File: src/design/lrcs_pkg.sv
// Shared constants for the radix chunk sorter.
package lrcs_pkg;

	// Fixed payload width of keys on both channels
	localparam int KEY_W = 32;

	// Default configuration of the sorter
	localparam int CHUNK_DEF      = 64;
	localparam int DIGIT_BITS_DEF = 4;
	localparam int KEY_BITS_DEF   = 32;

endpackage

File: src/design/lrcs_if.sv
// Valid/ready channel interfaces for unsorted keys and sorted keys.
interface lrcs_key_if;
	logic                      valid;
	logic                      ready;
	logic [lrcs_pkg::KEY_W-1:0] key;
	logic                      final_key;

	modport source (output valid, output key, output final_key, input ready);
	modport sink   (input valid, input key, input final_key, output ready);
endinterface

interface lrcs_sorted_if;
	logic                      valid;
	logic                      ready;
	logic [lrcs_pkg::KEY_W-1:0] sorted_key;
	logic                      final_out;

	modport source (output valid, output sorted_key, output final_out, input ready);
	modport sink   (input valid, input sorted_key, input final_out, output ready);
endinterface

File: src/design/lsd_radix_chunk_sorter_top.sv
// Top level of the LSD radix chunk sorter: key buffers, bucket memory and sequencer.
//
// Keys are loaded one per cycle into buffer A until one carries final_key or
// CHUNK keys are held; the chunk of n keys is then sorted ascending and stably
// in ceil(KEY_BITS/DIGIT_BITS) passes, each of which clears the 2^DIGIT_BITS
// bucket counters, counts digits, forms inclusive prefix sums and scatters
// keys back to front into the other buffer, before the sorted keys stream out
// one per cycle while the sink is ready, with the last one marked. The bucket
// memory and the key buffers each have a single read and a single write port.
// No keys are taken while a chunk is being sorted or read out.
module lsd_radix_chunk_sorter_top #(
	parameter int CHUNK      = lrcs_pkg::CHUNK_DEF,
	parameter int DIGIT_BITS = lrcs_pkg::DIGIT_BITS_DEF,
	parameter int KEY_BITS   = lrcs_pkg::KEY_BITS_DEF
) (
	input  logic                 clk,
	input  logic                 arst_n,
	lrcs_key_if.sink             keys,
	lrcs_sorted_if.source        sorted
);

	localparam int NB      = 1 << DIGIT_BITS;
	localparam int NPASSES = (KEY_BITS + DIGIT_BITS - 1) / DIGIT_BITS;
	localparam int IW      = $clog2(CHUNK);
	localparam int CW      = $clog2(CHUNK + 1);
	localparam int BW      = DIGIT_BITS + 1;
	localparam int PW      = $clog2(NPASSES + 1);
	localparam int SHW     = $clog2(KEY_BITS);

	localparam logic [2:0] S_LOAD    = 3'd0;
	localparam logic [2:0] S_CLEAR   = 3'd1;
	localparam logic [2:0] S_COUNT   = 3'd2;
	localparam logic [2:0] S_PREFIX  = 3'd3;
	localparam logic [2:0] S_SCATTER = 3'd4;
	localparam logic [2:0] S_OUT     = 3'd5;

	// Memories
	logic [KEY_BITS-1:0]   buf_a [CHUNK];
	logic [KEY_BITS-1:0]   buf_b [CHUNK];
	logic [CW-1:0]         cnt_mem [NB];

	// Control state
	logic [2:0]            state_q;
	logic [IW-1:0]         fill_q;
	logic [CW-1:0]         n_q;
	logic [CW-1:0]         kidx_q;
	logic [BW-1:0]         bidx_q;
	logic [PW-1:0]         pass_q;
	logic [SHW-1:0]        shift_q;
	logic                  src_sel_q;
	logic [CW-1:0]         acc_q;
	logic                  vs1_q;
	logic                  vs2_q;
	logic                  pv_s1;
	logic                  fwd_v_q;
	logic                  rd_pend_q;
	logic                  out_valid_q;

	// Payload registers
	logic [KEY_BITS-1:0]   rd_a_q;
	logic [KEY_BITS-1:0]   rd_b_q;
	logic [CW-1:0]         cnt_rd_q;
	logic [DIGIT_BITS-1:0] dig_s2;
	logic [KEY_BITS-1:0]   key_s2;
	logic [DIGIT_BITS-1:0] pa_s1;
	logic [DIGIT_BITS-1:0] fwd_a_q;
	logic [CW-1:0]         fwd_d_q;
	logic                  rd_last_q;
	logic [KEY_BITS-1:0]   out_key_q;
	logic                  out_last_q;

	// Datapath signals
	logic                  in_xfer;
	logic                  chunk_end;
	logic [KEY_BITS-1:0]   kdata;
	logic [KEY_BITS-1:0]   shifted;
	logic [DIGIT_BITS-1:0] dig_s1;
	logic                  pass_phase;
	logic                  issue;
	logic                  issue_out;
	logic                  out_load;
	logic                  src_re;
	logic [CW-1:0]         kaddr_full;
	logic [IW-1:0]         kaddr;
	logic [CW-1:0]         base;
	logic [CW-1:0]         newv;
	logic [CW-1:0]         sum;
	logic                  prefix_issue;
	logic                  cnt_re;
	logic [DIGIT_BITS-1:0] cnt_raddr;
	logic                  cnt_we;
	logic [DIGIT_BITS-1:0] cnt_waddr;
	logic [CW-1:0]         cnt_wdata;
	logic                  a_we;
	logic [IW-1:0]         a_waddr;
	logic [KEY_BITS-1:0]   a_wdata;
	logic                  b_we;
	logic                  pass_done;
	logic                  scatter_wr;

	// Handshake
	assign keys.ready        = (state_q == S_LOAD);
	assign in_xfer           = keys.valid && keys.ready;
	assign chunk_end         = keys.final_key || (fill_q == IW'(CHUNK - 1));
	assign sorted.valid      = out_valid_q;
	assign sorted.sorted_key = lrcs_pkg::KEY_W'(out_key_q);
	assign sorted.final_out  = out_last_q;

	// Key read side: pick source buffer and extract the digit of this pass
	assign kdata   = src_sel_q ? rd_b_q : rd_a_q;
	assign shifted = kdata >> shift_q;
	assign dig_s1  = shifted[DIGIT_BITS-1:0];

	assign pass_phase = (state_q == S_COUNT) || (state_q == S_SCATTER);
	assign issue      = pass_phase && (kidx_q < n_q);
	assign out_load   = rd_pend_q && (!out_valid_q || sorted.ready);
	assign issue_out  = (state_q == S_OUT) && (kidx_q < n_q) && (!rd_pend_q || out_load);
	assign src_re     = issue || issue_out;
	assign kaddr_full = (state_q == S_SCATTER) ? (n_q - CW'(1) - kidx_q) : kidx_q;
	assign kaddr      = kaddr_full[IW-1:0];
	assign pass_done  = (kidx_q == n_q) && !vs1_q && !vs2_q;

	// Bucket update with forwarding of the previous cycle's write
	assign base   = (fwd_v_q && (fwd_a_q == dig_s2)) ? fwd_d_q : cnt_rd_q;
	assign newv   = (state_q == S_SCATTER) ? (base - CW'(1)) : (base + CW'(1));
	assign sum    = acc_q + cnt_rd_q;

	assign prefix_issue = (state_q == S_PREFIX) && (bidx_q < BW'(NB));
	assign cnt_re       = prefix_issue || vs1_q;
	assign cnt_raddr    = (state_q == S_PREFIX) ? bidx_q[DIGIT_BITS-1:0] : dig_s1;

	// Select the bucket memory write
	always_comb begin
		case (state_q)
			S_CLEAR: begin
				cnt_we    = 1'b1;
				cnt_waddr = bidx_q[DIGIT_BITS-1:0];
				cnt_wdata = '0;
			end
			S_PREFIX: begin
				cnt_we    = pv_s1;
				cnt_waddr = pa_s1;
				cnt_wdata = sum;
			end
			S_COUNT, S_SCATTER: begin
				cnt_we    = vs2_q;
				cnt_waddr = dig_s2;
				cnt_wdata = newv;
			end
			default: begin
				cnt_we    = 1'b0;
				cnt_waddr = dig_s2;
				cnt_wdata = newv;
			end
		endcase
	end

	// Select key buffer writes: load into A, scatter into the destination
	assign scatter_wr = (state_q == S_SCATTER) && vs2_q;
	assign a_we       = in_xfer || (scatter_wr && src_sel_q);
	assign a_waddr    = in_xfer ? fill_q : newv[IW-1:0];
	assign a_wdata    = in_xfer ? keys.key[KEY_BITS-1:0] : key_s2;
	assign b_we       = scatter_wr && !src_sel_q;

	// Key buffer A
	always_ff @(posedge clk) begin
		if (a_we) begin
			buf_a[a_waddr] <= a_wdata;
		end
		if (src_re) begin
			rd_a_q <= buf_a[kaddr];
		end
	end

	// Key buffer B
	always_ff @(posedge clk) begin
		if (b_we) begin
			buf_b[newv[IW-1:0]] <= key_s2;
		end
		if (src_re) begin
			rd_b_q <= buf_b[kaddr];
		end
	end

	// Bucket memory
	always_ff @(posedge clk) begin
		if (cnt_we) begin
			cnt_mem[cnt_waddr] <= cnt_wdata;
		end
		if (cnt_re) begin
			cnt_rd_q <= cnt_mem[cnt_raddr];
		end
	end

	// Advance pipeline payload
	always_ff @(posedge clk) begin
		dig_s2  <= dig_s1;
		key_s2  <= kdata;
		pa_s1   <= bidx_q[DIGIT_BITS-1:0];
		fwd_a_q <= dig_s2;
		fwd_d_q <= newv;
		if (issue_out) begin
			rd_last_q <= (kidx_q == n_q - CW'(1));
		end
		if (out_load) begin
			out_key_q  <= kdata;
			out_last_q <= rd_last_q;
		end
	end

	// Sequence load, sort passes and readout
	always_ff @(posedge clk or negedge arst_n) begin
		if (!arst_n) begin
			state_q     <= S_LOAD;
			fill_q      <= '0;
			n_q         <= '0;
			kidx_q      <= '0;
			bidx_q      <= '0;
			pass_q      <= '0;
			shift_q     <= '0;
			src_sel_q   <= 1'b0;
			acc_q       <= '0;
			vs1_q       <= 1'b0;
			vs2_q       <= 1'b0;
			pv_s1       <= 1'b0;
			fwd_v_q     <= 1'b0;
			rd_pend_q   <= 1'b0;
			out_valid_q <= 1'b0;
		end else begin
			vs1_q   <= issue;
			vs2_q   <= vs1_q;
			fwd_v_q <= vs2_q;
			pv_s1   <= prefix_issue;

			// Hold the result until the transfer completes
			if (out_load) begin
				out_valid_q <= 1'b1;
			end else if (sorted.ready) begin
				out_valid_q <= 1'b0;
			end
			rd_pend_q <= issue_out || (rd_pend_q && !out_load);

			case (state_q)
				S_LOAD: begin
					if (in_xfer) begin
						if (chunk_end) begin
							n_q       <= CW'(fill_q) + CW'(1);
							fill_q    <= '0;
							bidx_q    <= '0;
							pass_q    <= '0;
							shift_q   <= '0;
							src_sel_q <= 1'b0;
							state_q   <= S_CLEAR;
						end else begin
							fill_q <= fill_q + IW'(1);
						end
					end
				end
				S_CLEAR: begin
					if (bidx_q == BW'(NB - 1)) begin
						bidx_q  <= '0;
						kidx_q  <= '0;
						state_q <= S_COUNT;
					end else begin
						bidx_q <= bidx_q + BW'(1);
					end
				end
				S_COUNT: begin
					if (issue) begin
						kidx_q <= kidx_q + CW'(1);
					end
					if (pass_done) begin
						bidx_q  <= '0;
						acc_q   <= '0;
						state_q <= S_PREFIX;
					end
				end
				S_PREFIX: begin
					if (prefix_issue) begin
						bidx_q <= bidx_q + BW'(1);
					end
					if (pv_s1) begin
						acc_q <= sum;
					end
					if ((bidx_q == BW'(NB)) && !pv_s1) begin
						kidx_q  <= '0;
						state_q <= S_SCATTER;
					end
				end
				S_SCATTER: begin
					if (issue) begin
						kidx_q <= kidx_q + CW'(1);
					end
					if (pass_done) begin
						src_sel_q <= !src_sel_q;
						kidx_q    <= '0;
						bidx_q    <= '0;
						if (pass_q == PW'(NPASSES - 1)) begin
							state_q <= S_OUT;
						end else begin
							pass_q  <= pass_q + PW'(1);
							shift_q <= shift_q + SHW'(DIGIT_BITS);
							state_q <= S_CLEAR;
						end
					end
				end
				S_OUT: begin
					if (issue_out) begin
						kidx_q <= kidx_q + CW'(1);
					end
					if ((kidx_q == n_q) && !rd_pend_q) begin
						state_q <= S_LOAD;
					end
				end
				default: begin
					state_q <= S_LOAD;
				end
			endcase
		end
	end

endmodule

File: src/flat_wrapper.sv
// flat-port wrapper written by rule: the top's interface ports become plain ports
module lsd_radix_chunk_sorter_top_flat 
#(
	parameter int CHUNK      = lrcs_pkg::CHUNK_DEF,
	parameter int DIGIT_BITS = lrcs_pkg::DIGIT_BITS_DEF,
	parameter int KEY_BITS   = lrcs_pkg::KEY_BITS_DEF
)
  (clk, arst_n, keys_valid, keys_key, keys_final_key, keys_ready, sorted_valid, sorted_sorted_key, sorted_final_out, sorted_ready);
  lrcs_key_if keys_i ();
  lrcs_sorted_if sorted_i ();
  input  logic clk;
  input  logic arst_n;
  input wire logic [$bits(keys_i.valid)-1:0] keys_valid;
  input wire logic [$bits(keys_i.key)-1:0] keys_key;
  input wire logic [$bits(keys_i.final_key)-1:0] keys_final_key;
  output wire logic [$bits(keys_i.ready)-1:0] keys_ready;
  output wire logic [$bits(sorted_i.valid)-1:0] sorted_valid;
  output wire logic [$bits(sorted_i.sorted_key)-1:0] sorted_sorted_key;
  output wire logic [$bits(sorted_i.final_out)-1:0] sorted_final_out;
  input wire logic [$bits(sorted_i.ready)-1:0] sorted_ready;
  assign keys_i.valid = keys_valid;
  assign keys_i.key = keys_key;
  assign keys_i.final_key = keys_final_key;
  assign keys_ready = keys_i.ready;
  assign sorted_valid = sorted_i.valid;
  assign sorted_sorted_key = sorted_i.sorted_key;
  assign sorted_final_out = sorted_i.final_out;
  assign sorted_i.ready = sorted_ready;
  lsd_radix_chunk_sorter_top #(.CHUNK(CHUNK), .DIGIT_BITS(DIGIT_BITS), .KEY_BITS(KEY_BITS)) u_core (.clk(clk), .arst_n(arst_n), .keys(keys_i), .sorted(sorted_i));
endmodule
File: config.mk
export PLATFORM = sky130hd
export DESIGN_NAME = lsd_radix_chunk_sorter_top_flat
export DESIGN_NICKNAME = d
export VERILOG_FILES = /design/src/design/lrcs_pkg.sv /design/src/design/lrcs_if.sv /design/src/design/lsd_radix_chunk_sorter_top.sv /design/src/flat_wrapper.sv
export SDC_FILE = /design/constraint.sdc
export NUM_CORES = 2
export LEC_CHECK = 0
export BUFFER_PORTS_ARGS = -buffer_cell sky130_fd_sc_hd__buf_2
export CORE_MARGIN = 5
export CORE_UTILIZATION = 35
export CTS_CLUSTER_SIZE = 40
export DETAILED_ROUTE_END_ITERATION = 6
export SETUP_SLACK_MARGIN = 0.2
export SLEW_MARGIN = 20
export SYNTH_ARGS = -nofsm -noshare
export SYNTH_HDL_FRONTEND = slang
export SYNTH_MEMORY_MAX_BITS = 65536
export SYNTH_SLANG_ARGS = --single-unit
File: constraint.sdc
create_clock -name clk -period 7 [get_ports clk]
set_input_delay 0.35 -clock clk [delete_from_list [all_inputs] [get_ports clk]]
set_output_delay 0.35 -clock clk [all_outputs]
set_load 0.05 [all_outputs]
==> impl_metrics.yaml <==
cts:
  clk_latency_ns: 1.01
  cts.sinks: 4394
  clock_path_buffers: 4
  numCtsBuffers: 438
  cts_root_buf: "clkbuf_16"
  cts_tree: "done"
  cts_max_level: 5
  clk_pin_slew_worst_paths_ns: 0.06
die:
  dieWidth_um: 718
  die-area_um2: 516000
  coreArea_um2: 501000
  initial_core_util_pct: 35.1
  row_count: 260
  die_y_um: 718
  io_pins: 72
routing:
  wl_per_cell_um: 26.8
  avgViaCountPerCell: 5.48
  drt_iter0_markers: 14500
  dr.pass1.iters: 6
  totalWireLength_um: 528000
  ant_nets: 0
  remaining_drc_errors: 0
  num_vias: 108000
power:
  power_switching_w: 0.0101
  leakage_nw: 64.1
  max-vdd-ir-drop_mv: 0.224
  p_per_area_nw_per_um2: 259
  p_int_w: 0.0418
  comb_power_share_pct: 0.1
  switching_share_pct: 19.5
  power_frac_seq_pct: 54.8
  clock_power_share_pct: 45.2
setup_path:
  reg2reg_depth: 13
  cp.required_ns: 7.56
  crit_arrival_ns: 6.67
  critPathLaunchType: "register"
  worst-setup-path-type: "reg -> reg"
  crit_start: "u_core.dig_s2[0]"
  cp_top_family: "simple AND/OR/NAND/NOR gates"
  rr_startpoint: "u_core.dig_s2[0]"
  max_stage_delay_ns: 1.01
  cp_slowest_cell: "nor2_4"
  crit_path_cell_trace: "xor2_1 -> nor4_4 -> mux2i_4 -> inv_2 -> fa_1 -> a21o_1 -> a21oi_1 -> xor2_1 -> nand2_1 -> o32ai_1 -> buf_4 -> nand2_1 -> nor2_4"
  path_depth: 13
  end_kind: "register"
  r2r_slack_ns: 0.90
  path_max_fanout: 32
  path_buf_inv: 2
global_routing:
  grt_max_degree: 169
  grt_usage_pct: 19.6
  antenna_found_initial: 42
  grt_pass1_wl_um: 745000
  grt-ovfl-total: 0
  grt_pass1_vias: 99900
timing:
  rsz0062_at_grt: "false"
  fmax_ghz: 0.164
  hold_viol: 0
  fin_hold_ws_ns: 0.136
  fin_crit_ns: 6.10
  final_max_slew_viol_count: 0
  finClkSkew_ns: 0.0844
  fin_setup_tns_ns: 0
  slew_headroom_pct: 16.9
  post-route-period-util_pct: 87.2
  worstMarginPinSlew_ns: 1.24
  finalSetupViolCount: 0
synth:
  syn_area_um2: 176000
  yosys.area.top_type: "edfxtp_1"
  synth_top_area_share_pct: 73.5
  synth_edf_count: 4296
  synth_cell_types: 74
  yosys_most_used_dff: "edfxtp_1"
  syn_nets: 12600
  syn-mean-instance-area_um2: 14.0
  synth-seq-cells: 4394
  async_flop_share_pct: 1.09
  ys.warnings.count: 0
  synthTopCellsByArea: "edfxtp_1 74%, nand2_1 6.7%, mux2i_1 4.8%"
  synthCells: 12500
  ys_seq_area_share_pct: 74.8
cells_and_area:
  seqCellArea_um2: 131000
  layout.cells.non_filler: 19700
  multi_input_area_um2: 41900
  area_growth_pct: 14.2
  nNetsFinal: 12700
  fin_util_pct: 40.0
  layout_common_cells: "4296 x edfxtp_1, 3109 x nand2_1, 1367 x nand3_1"
  n_fill_cell: 45700
  mostFrequentLayoutCell: "edfxtp_1"
  drive_gt1_share_pct: 10.8
  final_area_um2: 200000
worst_hold_path:
  hold_path_class: "in -> reg"
  min_from: "keys_key[3]"
  min_path_cells: 3
placed_design:
  placed_cells: 18800
  post-dp-hpwl_um: 314000
  io_buffers: 71
  place_congestion: 0.884
  placedInstanceArea_um2: 186000
run:
  max_cap_viol_count: 0
run_status:
  status: "complete, no violations"
[Yosys cell counts, types with 45 or more instances]
library cell and count:
nand3_1 1367, o32ai_1 128, or4_1 64, mux2i_1 843, dfxtp_1 50, o2111ai_1 63, clkbuf_1 472, o22ai_1 67
nor2_1 174, a2111oi_0 64, o211ai_1 67, a311o_1 64, nand2_1 3146, o31ai_1 67, o21ai_0 45, and3_1 205
a31oi_1 197, buf_1 85, dfrtp_1 48, buf_2 250, a311oi_1 66, a21oi_1 391, edfxtp_1 4296
[layout make-up]
class | count | area share, %
diodes | 19 | 0.0237
clock inverters | 266 | 1.25
repair buffers | 473 | 2.24
clock buffers | 544 | 5.85
multi-input cells | 7279 | 20.9
inverters | 31 | 0.0587
well taps | 6681 | 4.17
flip-flops and latches | 4394 | 65.5
[what timing repair did]
item,4_1_cts,5_1_grt
buffers inserted,0,0
hold buffers,7,0
gates resized for setup,0,0
hold endpoints to repair,87,0
[stage by stage]
step	power [W]	setup slack [ns]
2_1_floorplan	0.0290	2.07
3_3_place_gp	0.0290	0.979
3_5_place_dp	0.0290	1.13
4_1_cts	0.0521	1.03
5_1_grt	0.0532	0.595
6_report	0.0519	0.896
[path summary, 6_finish.rpt]
check / endpoint
worst max-delay path: u_core.buf_a[35][20]
worst min register to register: u_core.fwd_a_q[2]
worst max register to register: u_core.buf_a[35][20]
worst min-delay path: u_core.buf_a[11][3]
max in group asynchronous: u_core.src_sel_q
min in group asynchronous: u_core.sorted.valid
[routing by layer]
| layer | track usage (%) | up-vias | routed length (um) |
|---|---|---|---|
| met3 | 5.04 | 793 | 56500 |
| met4 | 6.79 | 0 | 20300 |
| met1 | 27.9 | 54800 | 218000 |
| met5 | 0 | - | 0 |
| met2 | 29.1 | 5178 | 233000 |
| li1 | - | 47200 | - |
[worst min-delay path, stage by stage]
cell     delay (ns)
buf_2          0.08
nand2_1        0.10
nand2_2        0.36
[state kept, by name (all words and copies together) (netlist names), 32 cells and up]
name,flops
u_core.sorted.sorted_key,32
u_core.key_s2,32
u_core.buf_a,2048
u_core.buf_b,2048
u_core.rd_a_q,32
u_core.cnt_mem,96
u_core.rd_b_q,32
[power groups by stage]
stage	clock [W]	combinational, W	sequential, W
final	0.0234	0.0000281	0.0284
after global routing	0.0248	0.0000304	0.0284
after CTS	0.0237	0.0000280	0.0284
after detailed placement	0	0.0000233	0.0290
after global placement	0	0.0000230	0.0290
after floorplan	0	0.00000142	0.0290
[logic make-up (layout without fill, tap and decap cells)]
kind of cell               count (synthesis)  count (layout)  share of synthesized area [%]
DFF                                     4394            4394                           74.8
and+or+nand+nor                         5008            5008                           12.2
buffers and inverters                    875            1314                           2.16
AOI/OAI and AO/OA                       1296            1296                           5.10
other                                      0              19                              0
muxes                                    904             904                           5.34
xor gates and xnor gates                  38              38                          0.194
adders and majority gates                 33              33                          0.248
(Power assumes the default switching activity.)
